==> config.mk <==
export PLATFORM = sky130hd
export DESIGN_NAME = multi_algorithm_string_hash
export DESIGN_NICKNAME = d
export VERILOG_FILES = /design/src/hw/rtl/mash_pkg.sv /design/src/hw/rtl/multi_algorithm_string_hash.sv
export SDC_FILE = /design/constraint.sdc
export NUM_CORES = 2
export LEC_CHECK = 0
export BUFFER_PORTS_ARGS = -buffer_cell sky130_fd_sc_hd__buf_4
export CAP_MARGIN = 20
export CORE_MARGIN = 2
export CORE_UTILIZATION = 30
export DETAILED_ROUTE_END_ITERATION = 7
export GPL_ROUTABILITY_DRIVEN = 1
export GPL_TIMING_DRIVEN = 0
export PLACE_DENSITY_LB_ADDON = 0.12
export RECOVER_POWER = 50
export SETUP_SLACK_MARGIN = 0.4
export SLEW_MARGIN = 10
export SYNTH_ARGS = -nofsm -noshare
export SYNTH_HDL_FRONTEND = slang
export SYNTH_SLANG_ARGS = --single-unit
==> constraint.sdc <==
create_clock -name clock -period 30.8 [get_ports clock]
set_input_delay 6.16 -clock clock [delete_from_list [all_inputs] [get_ports clock]]
set_output_delay 6.16 -clock clock [all_outputs]
set_load 0.005 [all_outputs]
==> src/hw/rtl/mash_pkg.sv <==
package mash_pkg;

   // Hash algorithm select codes
   typedef enum logic [3:0] {
      ALG_BKDR = 4'd0,
      ALG_BP   = 4'd1,
      ALG_DEK  = 4'd2,
      ALG_DJB  = 4'd3,
      ALG_ELF  = 4'd4,
      ALG_FNV  = 4'd5,
      ALG_JS   = 4'd6,
      ALG_PJW  = 4'd7,
      ALG_RS   = 4'd8,
      ALG_SDBM = 4'd9
   } alg_type;

   localparam int unsigned HASH_W = 32;
   localparam int unsigned LEN_W  = 16;
   localparam int unsigned BYTE_W = 8;

   localparam logic [HASH_W-1:0] BKDR_SEED   = 32'd131;
   localparam logic [HASH_W-1:0] DJB_START   = 32'd5381;
   localparam logic [HASH_W-1:0] ELF_TOP     = 32'hF000_0000;
   localparam logic [HASH_W-1:0] FNV_MUL     = 32'h811C_9DC5;
   localparam logic [HASH_W-1:0] JS_START    = 32'd1315423911;
   localparam logic [HASH_W-1:0] RS_MUL_STEP = 32'd378551;
   localparam logic [HASH_W-1:0] RS_MUL_INIT = 32'd63689;
   localparam int unsigned       DEK_ROT     = 27;

endpackage

==> src/hw/rtl/multi_algorithm_string_hash.sv <==
// Streaming string hash. Key bytes arrive one word per cycle on req_ (tuser marks the
// first byte, tlast the last); the 32-bit hash of the key leaves on rsp_ after the last
// byte. csr_data selects the algorithm (0 BKDR, 1 BP, 2 DEK, 3 DJB, 4 ELF, 5 FNV, 6 JS,
// 7 PJW, 8 RS, 9 SDBM; other codes hold the hash, zeroed on a first byte); the user must
// write it only while the block is idle, which the block does not enforce. Bytes are
// sign-extended to 32 bits and all arithmetic wraps modulo 2^32. DEK is seeded with the
// key length carried with the first byte. Throughput is one byte per cycle: each byte is
// held in an input register and folded into the hash by at most one 32x32 multiply plus
// the RS factor multiply; the block stalls only while a finished hash waits on rsp_.
module multi_algorithm_string_hash
   import mash_pkg::*;
(
   input  logic        clock,
   input  logic        reset,
   // configuration write
   input  logic        csr_valid,
   output logic        csr_ready,
   input  logic [3:0]  csr_data,     // algorithm
   // key byte stream
   input  logic        req_tvalid,
   output logic        req_tready,
   input  logic [23:0] req_tdata,    // [7:0] data_byte, [23:8] key_length
   input  logic        req_tuser,    // [0] first_byte
   input  logic        req_tlast,    // last_byte
   // hash result stream
   output logic        rsp_tvalid,
   input  logic        rsp_tready,
   output logic [31:0] rsp_tdata     // [31:0] hash_value
);

   logic [3:0]        alg_ff;
   logic              in_valid_ff;
   logic [BYTE_W-1:0] in_byte_ff;
   logic [LEN_W-1:0]  in_len_ff;
   logic              in_first_ff;
   logic              in_last_ff;
   logic [HASH_W-1:0] hash_ff, hash_in;
   logic [HASH_W-1:0] rsf_ff, rsf_in;
   logic              out_valid_ff;
   logic [HASH_W-1:0] out_hash_ff;

   logic              out_free;
   logic              proc_fire;
   logic [HASH_W-1:0] c_ext;
   logic [HASH_W-1:0] h0;
   logic [HASH_W-1:0] mul_op;
   logic [HASH_W-1:0] prod;
   logic [HASH_W-1:0] shl4;
   logic [HASH_W-1:0] top;

   // handshake
   assign csr_ready  = 1'b1;
   assign out_free   = !out_valid_ff || rsp_tready;
   assign proc_fire  = in_valid_ff && (!in_last_ff || out_free);
   assign req_tready = !in_valid_ff || proc_fire;
   assign rsp_tvalid = out_valid_ff;
   assign rsp_tdata  = out_hash_ff;

   // algorithm register
   always_ff @(posedge clock) begin
      if (reset) begin
         alg_ff <= ALG_BKDR;
      end else if (csr_valid && csr_ready) begin
         alg_ff <= csr_data;
      end
   end

   // input register
   always_ff @(posedge clock) begin
      if (reset) begin
         in_valid_ff <= 1'b0;
      end else if (req_tready) begin
         in_valid_ff <= req_tvalid;
      end
   end

   always_ff @(posedge clock) begin
      if (req_tready && req_tvalid) begin
         in_byte_ff  <= req_tdata[7:0];
         in_len_ff   <= req_tdata[23:8];
         in_first_ff <= req_tuser;
         in_last_ff  <= req_tlast;
      end
   end

   // starting state: reseeded on the first byte of a key
   assign c_ext = {{(HASH_W-BYTE_W){in_byte_ff[BYTE_W-1]}}, in_byte_ff};

   always_comb begin
      h0 = hash_ff;
      if (in_first_ff) begin
         case (alg_ff)
            ALG_DEK: h0 = {{(HASH_W-LEN_W){1'b0}}, in_len_ff};
            ALG_DJB: h0 = DJB_START;
            ALG_JS:  h0 = JS_START;
            default: h0 = '0;
         endcase
      end
   end

   // one shared multiplier for BKDR, FNV and RS
   always_comb begin
      case (alg_ff)
         ALG_BKDR: mul_op = BKDR_SEED;
         ALG_FNV:  mul_op = FNV_MUL;
         default:  mul_op = in_first_ff ? RS_MUL_INIT : rsf_ff;
      endcase
   end

   assign prod   = h0 * mul_op;
   assign rsf_in = (in_first_ff ? RS_MUL_INIT : rsf_ff) * RS_MUL_STEP;
   assign shl4   = (h0 << 4) + c_ext;
   assign top    = shl4 & ELF_TOP;

   // hash mix
   always_comb begin
      case (alg_ff)
         ALG_BKDR: hash_in = prod + c_ext;
         ALG_BP:   hash_in = (h0 << 7) ^ c_ext;
         ALG_DEK:  hash_in = ((h0 << 5) ^ (h0 >> DEK_ROT)) ^ c_ext;
         ALG_DJB:  hash_in = ((h0 << 5) + h0) + c_ext;
         ALG_ELF:  hash_in = (shl4 ^ (top >> 24)) & ~top;
         ALG_FNV:  hash_in = prod ^ c_ext;
         ALG_JS:   hash_in = h0 ^ ((h0 << 5) + c_ext + (h0 >> 2));
         ALG_PJW:  hash_in = (top != '0) ? ((shl4 ^ (top >> 24)) & ~ELF_TOP) : shl4;
         ALG_RS:   hash_in = prod + c_ext;
         ALG_SDBM: hash_in = c_ext + (h0 << 6) + (h0 << 16) - h0;
         default:  hash_in = h0;
      endcase
   end

   // running state
   always_ff @(posedge clock) begin
      if (reset) begin
         hash_ff <= '0;
         rsf_ff  <= RS_MUL_INIT;
      end else if (proc_fire) begin
         hash_ff <= hash_in;
         rsf_ff  <= rsf_in;
      end
   end

   // result register
   always_ff @(posedge clock) begin
      if (reset) begin
         out_valid_ff <= 1'b0;
      end else if (proc_fire && in_last_ff) begin
         out_valid_ff <= 1'b1;
      end else if (rsp_tready) begin
         out_valid_ff <= 1'b0;
      end
   end

   always_ff @(posedge clock) begin
      if (proc_fire && in_last_ff) begin
         out_hash_ff <= hash_in;
      end
   end

endmodule

# Word level (Yosys, flattened, before mapping)
# Cells that the tools add are included.
# Widths: inputs -> output; s select.
[word_totals]
out_inout_bits = 35
register_bits = 128
elab_cells = 59
in_bits = 35
[op_classes]
n_addsub = 9
muxes = 8
bitwise_logic = 8
n_mul = 2
eq_ne = 9
n_reduce_logical = 13
[op_table]
columns = ["op", "n"]
rows = [
  ["$pmux 32 s9", 1],
  ["$add 32x32->32", 7],
  ["$xor 32x32->32", 4],
  ["$mux 32", 3],
  ["$pmux 31 s3", 1],
  ["$pmux 32 s2", 1],
  ["$add 32x30->32", 1],
  ["$and 32x32->32", 1],
  ["$mul 32x19->32 const B", 1],
  ["$mul 32x32->32", 1],
  ["$not 32->32", 1],
  ["$reduce_bool 32->1", 1],
  ["$sub 32x32->32", 1],
  ["$xor 32x5->32", 1],
  ["$xor 32x8->32", 1],
  ["$eq 4x3->1 const B", 4],
  ["$eq 4x2->1 const B", 2],
  ["$eq 4x4->1 const B", 2],
  ["$eq 4x1->1 const B", 1],
  ["$logic_not 4->1", 1],
  ["$logic_and 1x1->1", 3],
  ["$logic_not 1->1", 3],
  ["$logic_or 1x1->1", 3],
  ["$mux 1", 2],
  ["other kinds (2)", 2],
]

# Depth between registers and ports, before layout
[logic_depth]
ltp_word = 7
ltp_mapped = 47
mapped_depth_nobuf = 40

# Least setup slack after synthesis
# No wires, ideal clock.
[synth_timing]
path_type = "input to output"
startpoint = "input rsp_tready"
endpoint = "output req_tready"
cell_stages = 2
path_buffers = 0
slack_ps = 18166
arrival_ps = 6474
t_required_ps = 24640
path_cell_list = "nor2b_1 -> nand3_1"
[synth_between]
elab_chain_len = 4
[synth_lines]
columns = ["item", "line", "text"]
rows = [
  ["start, declared", "multi_algorithm_string_hash.sv:27", "input logic rsp_tready,"],
  ["$logic_or 1x1->1", "multi_algorithm_string_hash.sv:53", "assign out_free = !out_valid_ff || rsp_tready;"],
  ["$logic_or 1x1->1", "multi_algorithm_string_hash.sv:54", "assign proc_fire = in_valid_ff && (!in_last_ff || out_free);"],
  ["$logic_and 1x1->1", "multi_algorithm_string_hash.sv:54", ""],
  ["$logic_or 1x1->1", "multi_algorithm_string_hash.sv:55", "assign req_tready = !in_valid_ff || proc_fire;"],
  ["end, declared", "multi_algorithm_string_hash.sv:21", "output logic req_tready,"],
]
# No other way between the ends.

# Worst setup path in the final report
[layout_timing]
startpoint = "register in_first_ff"
endpoint = "register out_hash_ff[25], in the netlist rsp_tdata[25], data pin"
[layout_between]
elab_chain_len = 5
elab_cells_between_ends = 23
classes_between = "add/sub (9); mul (1); mux (5); bitwise (7); reduce/logical (1)"
[layout_lines]
columns = ["item", "line", "text"]
rows = [
  ["start, declared", "multi_algorithm_string_hash.sv:35", "logic in_first_ff;"],
  ["start signal, assigned", "multi_algorithm_string_hash.sv:81", "in_first_ff <= req_tuser;"],
  ["$mux 32 (on tied branches)", "multi_algorithm_string_hash.sv:106, multi_algorithm_string_hash.sv:91", ""],
  ["$pmux 32 s2 (tied with other cells)", "multi_algorithm_string_hash.sv:103", "case (alg_ff)"],
  ["$mul 32x32->32 (tied with other cells)", "multi_algorithm_string_hash.sv:110", "assign prod = h0 * mul_op;"],
  ["$add 32x32->32 (tied with other cells)", "multi_algorithm_string_hash.sv:118, multi_algorithm_string_hash.sv:126", ""],
  ["$pmux 32 s9 (*)", "multi_algorithm_string_hash.sv:117", "case (alg_ff)"],
  ["via hash_in[25]", "multi_algorithm_string_hash.sv:37", "logic [HASH_W-1:0] hash_ff, hash_in;"],
  ["end signal, assigned", "multi_algorithm_string_hash.sv:156", "out_hash_ff <= hash_in;"],
  ["end, declared", "multi_algorithm_string_hash.sv:40", "logic [HASH_W-1:0] out_hash_ff;"],
]
# Mark *: on every way through the listed nets, which the timed path passes. The rest lies on a longest branch.
# A chain may end at the register's enable or synchronous reset.

==> flow_summary.html <==
<table>
<tr><th>Metric</th><th>Value</th></tr>
<tr><th colspan="2">STA</th></tr>
<tr><td>Worst Slack Setup Final</td><td>15.91 ns</td></tr>
<tr><td>Number of setup violations in the final report</td><td>0</td></tr>
<tr><td>Pins Over Slew Limit</td><td>30</td></tr>
<tr><td>Worst hold slack across all endpoints</td><td>0.455 ns</td></tr>
<tr><td>Final period util</td><td>between 40% and 50%</td></tr>
<tr><td>Relative max-transition margin</td><td>-16.0%</td></tr>
<tr><td>Unrepaired setup endpoints after global routing</td><td>no</td></tr>
<tr><td>Skew final</td><td>0.0111 ns</td></tr>
<tr><td>Actual transition at the worst max-transition pin</td><td>~1.7 ns</td></tr>
<tr><td>Final critical delay including setup and external delays</td><td>approximately 15 ns</td></tr>
<tr><td>Total negative slack</td><td>0 ns</td></tr>
<tr><td>Number of endpoints with negative hold slack in the final report</td><td>0</td></tr>
<tr><td>Maximum clock frequency</td><td>67.2 MHz</td></tr>
<tr><th colspan="2">Routing</th></tr>
<tr><td>DR DRC count</td><td>0</td></tr>
<tr><td>Vias after detailed routing</td><td>35200</td></tr>
<tr><td>First-pass iteration count of the detailed router</td><td>8</td></tr>
<tr><td>Number of nets with antenna violations after routing</td><td>0</td></tr>
<tr><td>WL/cell</td><td>28.5 um</td></tr>
<tr><td>Detailed router's first-iteration violation count</td><td>3345</td></tr>
<tr><td>Post-DR vias/cell</td><td>around 5.3</td></tr>
<tr><td>Final wirelength</td><td>189000 um</td></tr>
<tr><th colspan="2">GRT</th></tr>
<tr><td>Number of antenna violations at the first check in global routing</td><td>14</td></tr>
<tr><td>Met1 track utilization from global routing</td><td>37.1%</td></tr>
<tr><td>Remaining Overflow, GRT</td><td>0</td></tr>
<tr><td>Global-route wire length before repair</td><td>268000 um</td></tr>
<tr><td>Largest net degree at the start of global routing</td><td>22</td></tr>
<tr><td>GR Util met2</td><td>44.3%</td></tr>
<tr><td>Met3 demand-to-capacity share in global routing</td><td>3.76%</td></tr>
<tr><td>Global routing's busiest layer</td><td>met2</td></tr>
<tr><td>Vias in the first global route</td><td>~36000</td></tr>
<tr><td>Overall track demand over capacity in global routing</td><td>27.4%</td></tr>
<tr><th colspan="2">Die</th></tr>
<tr><td>Core region area</td><td>about 130000 um2</td></tr>
<tr><td>DIE WIDTH</td><td>roughly 370 um</td></tr>
<tr><td>Boundary pin count</td><td>70</td></tr>
<tr><td>Die footprint</td><td>roughly 140000 um2</td></tr>
<tr><td>Die Ht</td><td>roughly 370 um</td></tr>
<tr><td>Number of core rows</td><td>135</td></tr>
<tr><td>Effective utilization at floorplan</td><td>a little under a third</td></tr>
<tr><th colspan="2">Clocking</th></tr>
<tr><td>CTS Hold Bufs</td><td>0</td></tr>
<tr><td>Root Driver</td><td>sky130_fd_sc_hd__clkbuf_16</td></tr>
<tr><td>CTS Buf Count</td><td>17</td></tr>
<tr><td>CTS resizes</td><td>0</td></tr>
<tr><td>Clock insertion delay at the later pin of the skew report</td><td>between 0.4 and 0.5 ns</td></tr>
<tr><td>Sinks on Clock Net</td><td>128</td></tr>
<tr><td>Worst-path clk slew</td><td>0.07 ns</td></tr>
<tr><td>Max Buffers Root-to-Sink</td><td>2</td></tr>
<tr><td>H-tree depth</td><td>4</td></tr>
<tr><td>Post CTS Setup Buffer Count</td><td>0</td></tr>
<tr><td>Clock tree from TritonCTS</td><td>built</td></tr>
<tr><th colspan="2">Setup path</th></tr>
<tr><td>Most used cell along the critical path</td><td>sky130_fd_sc_hd__fa_1</td></tr>
<tr><td>Worst reg2reg setup slack</td><td>15.91 ns</td></tr>
<tr><td>Crit path max-delay family</td><td>buffers and inverters</td></tr>
<tr><td>Critical Path Max Stage Delay</td><td>1.08 ns</td></tr>
<tr><td>Nature of the critical path endpoint</td><td>flop</td></tr>
<tr><td>Crit-path slowest cell</td><td>sky130_fd_sc_hd__clkinv_1</td></tr>
<tr><td>Worst path arrival time</td><td>15.07 ns</td></tr>
<tr><td>Launching element type of the critical path</td><td>flop</td></tr>
<tr><td>Max Fanout on Critical Path</td><td>12</td></tr>
<tr><td>Critical path buffer and inverter count</td><td>11</td></tr>
<tr><td>Crit path required time</td><td>30.98 ns</td></tr>
<tr><td>Crit Path Category</td><td>flop to flop</td></tr>
<tr><th colspan="2">Placement</th></tr>
<tr><td>GPL Wtd Cong</td><td>1.02</td></tr>
<tr><td>Cells after DPL</td><td>between 6000 and 7000</td></tr>
<tr><td>Post-placement worst setup slack</td><td>16.43 ns</td></tr>
<tr><td>HPWL after DPL</td><td>157000 um</td></tr>
<tr><td>Count of buffers inserted at the top-level ports</td><td>66</td></tr>
<tr><th colspan="2">Finish</th></tr>
<tr><td>FILL cells</td><td>14400</td></tr>
<tr><td>Signed area change from the synthesized netlist to the final layout</td><td>10.9%</td></tr>
<tr><td>Register area</td><td>approximately 3100 um2</td></tr>
<tr><td>Final nets</td><td>6037</td></tr>
<tr><td>Top library cells by usage in the layout, fill and taps aside</td><td>sky130_fd_sc_hd__inv_1, sky130_fd_sc_hd__fa_1, sky130_fd_sc_hd__ha_1, sky130_fd_sc_hd__nand2_1, sky130_fd_sc_hd__nor2_1</td></tr>
<tr><td>Cell Count, Final, Fillers Out</td><td>6637</td></tr>
<tr><td>Multi-input gate area in the final layout</td><td>33600 um2</td></tr>
<tr><td>Share of final-layout standard cells stronger than drive strength 1</td><td>5.05%</td></tr>
<tr><td>Most common cell after layout, fill and taps aside</td><td>sky130_fd_sc_hd__inv_1</td></tr>
<tr><th colspan="2">Synthesis</th></tr>
<tr><td>Flops &amp; latches, synth</td><td>about 130</td></tr>
<tr><td>Most used flip-flop cell after synthesis</td><td>sky130_fd_sc_hd__dfxtp_1</td></tr>
<tr><td>Share of synthesized area occupied by flip-flops and latches</td><td>7.74%</td></tr>
<tr><td>Netlist area before placement</td><td>40600 um2</td></tr>
<tr><td>Cells after synthesis</td><td>approximately 4700</td></tr>
<tr><td>Synthesis warning total</td><td>0</td></tr>
<tr><td>Net count of the mapped netlist</td><td>5897</td></tr>
<tr><td>Post-synth EDFFs</td><td>58</td></tr>
<tr><td>Per-instance average area after synthesis</td><td>8.64 um2</td></tr>
<tr><td>Async set-reset flop share out of synthesis</td><td>0%</td></tr>
<tr><td>Distinct cell type count after synthesis</td><td>92</td></tr>
<tr><th colspan="2">Outcome</th></tr>
<tr><td>Run status</td><td>complete, but fails checks</td></tr>
<tr><td>Failing checks</td><td>capacitance limit, slew limit</td></tr>
<tr><th colspan="2">Hold path</th></tr>
<tr><td>Class of the worst hold path</td><td>flop to flop</td></tr>
<tr><th colspan="2">Job</th></tr>
<tr><td>Max-Cap Viols</td><td>2</td></tr>
</table>
[layout make-up]
class	count	share of cell area (%)
diodes	2	0.0111
plain buffers	167	1.53
clock buffers	17	0.945
clock inverters	15	0.417
inverters	878	7.32
multi-input cells	3528	74.6
flip-flops and latches	128	6.98
well taps	1781	4.95
repair buffers	121	3.20
[per-layer routing]
metal / up-vias / wire length (um)
li1: 15500 / -
met1: 18000 / 81200
met2: 1414 / 85900
met3: 317 / 13000
met4: 4 / 8840
met5: - / 27
[final timing paths]
path	startpoint	end	depth (start not counted)
setup / recovery	in_first_ff$_DFFE_PP_	rsp_tdata[25]$_DFFE_PP_	43
hold / removal	hash_ff[29]$_SDFFE_PP0P_	hash_ff[29]$_SDFFE_PP0P_	2
setup reg to reg	in_first_ff$_DFFE_PP_	rsp_tdata[25]$_DFFE_PP_	43
hold reg to reg	hash_ff[29]$_SDFFE_PP0P_	hash_ff[29]$_SDFFE_PP0P_	2
[worst register-to-register path: cells and delay by family (launching register included)]
| kind | cells | cell delay [ns] |
|---|---|---|
| flip-flops | 1 | 0.67 |
| AND/OR/NAND/NOR | 9 | 2.14 |
| AO/OA/AOI/OAI | 11 | 3.05 |
| buffers and inverters | 11 | 4.52 |
| XOR/XNOR | 2 | 0.42 |
| adder cells (fa/ha/maj) | 10 | 3.80 |
[cells in the mapped netlist (8+ instances only)]
| cell type | instances | area share [%] |
|---|---|---|
| sky130_fd_sc_hd__and3_1 | 24 | 0.37 |
| sky130_fd_sc_hd__nor3_1 | 40 | 0.49 |
| sky130_fd_sc_hd__xnor3_1 | 8 | 0.44 |
| sky130_fd_sc_hd__a221o_1 | 12 | 0.30 |
| sky130_fd_sc_hd__o22ai_1 | 17 | 0.26 |
| sky130_fd_sc_hd__nand2b_1 | 33 | 0.51 |
| sky130_fd_sc_hd__a32oi_1 | 9 | 0.19 |
| sky130_fd_sc_hd__nand3_1 | 67 | 0.83 |
| sky130_fd_sc_hd__o21a_1 | 26 | 0.48 |
| sky130_fd_sc_hd__inv_1 | 864 | 8.0 |
| sky130_fd_sc_hd__nor2b_1 | 40 | 0.62 |
| sky130_fd_sc_hd__a21boi_0 | 16 | 0.30 |
| sky130_fd_sc_hd__buf_1 | 24 | 0.22 |
| sky130_fd_sc_hd__a22oi_1 | 14 | 0.26 |
| sky130_fd_sc_hd__o21bai_1 | 32 | 0.59 |
| sky130_fd_sc_hd__mux2i_1 | 18 | 0.44 |
| sky130_fd_sc_hd__clkbuf_1 | 135 | 1.2 |
| sky130_fd_sc_hd__edfxtp_1 | 58 | 4.3 |
| sky130_fd_sc_hd__or2_2 | 8 | 0.12 |
| sky130_fd_sc_hd__nor3b_1 | 8 | 0.15 |
| sky130_fd_sc_hd__xnor2_1 | 214 | 4.6 |
| sky130_fd_sc_hd__o31ai_1 | 16 | 0.30 |
| sky130_fd_sc_hd__a221oi_1 | 27 | 0.58 |
| sky130_fd_sc_hd__a31oi_1 | 26 | 0.40 |
| sky130_fd_sc_hd__a211oi_1 | 18 | 0.33 |
| sky130_fd_sc_hd__and2_1 | 15 | 0.23 |
| sky130_fd_sc_hd__dfxtp_1 | 70 | 3.4 |
| sky130_fd_sc_hd__xor2_1 | 67 | 1.4 |
| sky130_fd_sc_hd__nand2_1 | 453 | 4.2 |
| sky130_fd_sc_hd__clkinv_1 | 8 | 0.074 |
| sky130_fd_sc_hd__nand4_1 | 8 | 0.12 |
| sky130_fd_sc_hd__a21oi_1 | 269 | 3.3 |
| sky130_fd_sc_hd__nor4_1 | 9 | 0.14 |
| sky130_fd_sc_hd__a21o_1 | 117 | 2.2 |
| sky130_fd_sc_hd__o21ai_0 | 125 | 1.5 |
| sky130_fd_sc_hd__a2111oi_0 | 13 | 0.28 |
| sky130_fd_sc_hd__o221ai_1 | 34 | 0.73 |
| sky130_fd_sc_hd__nor2_1 | 453 | 4.2 |
| sky130_fd_sc_hd__o211ai_1 | 21 | 0.39 |
| sky130_fd_sc_hd__fa_1 | 703 | 35 |
| sky130_fd_sc_hd__ha_1 | 458 | 14 |
[state kept, by name, summed over array words and instances, names as in the netlist]
signal / count
alg_ff: 4
hash_ff: 32
in_byte_ff: 8
in_first_ff: 1
in_last_ff: 1
in_len_ff: 16
in_valid_ff: 1
rsf_ff: 32
rsp_tdata: 32
rsp_tvalid: 1
[per-stage QoR]
step	cell area [um2]	util, %
6_report	45000	33.4
5_1_grt	45000	33.4
4_1_cts	45100	33.4
3_5_place_dp	44400	32.9
3_3_place_gp	43300	32.1
2_1_floorplan	40600	-
[logic make-up after synthesis]
family / count (synthesis) / synth area share (%)
AND/OR/NAND/NOR: 1188 / 12.6
adder cells (fa/ha/maj): 1161 / 48.8
buffers and inverters: 1045 / 9.70
AO/OA/AOI/OAI: 867 / 14.0
XOR/XNOR: 291 / 6.60
flip-flops: 128 / 7.74
multiplexers: 20 / 0.499
other: 1 / 0.00923
Power is not shown: default switching activity piles up to over one toggle a cycle in this logic, so the estimate is an artifact.
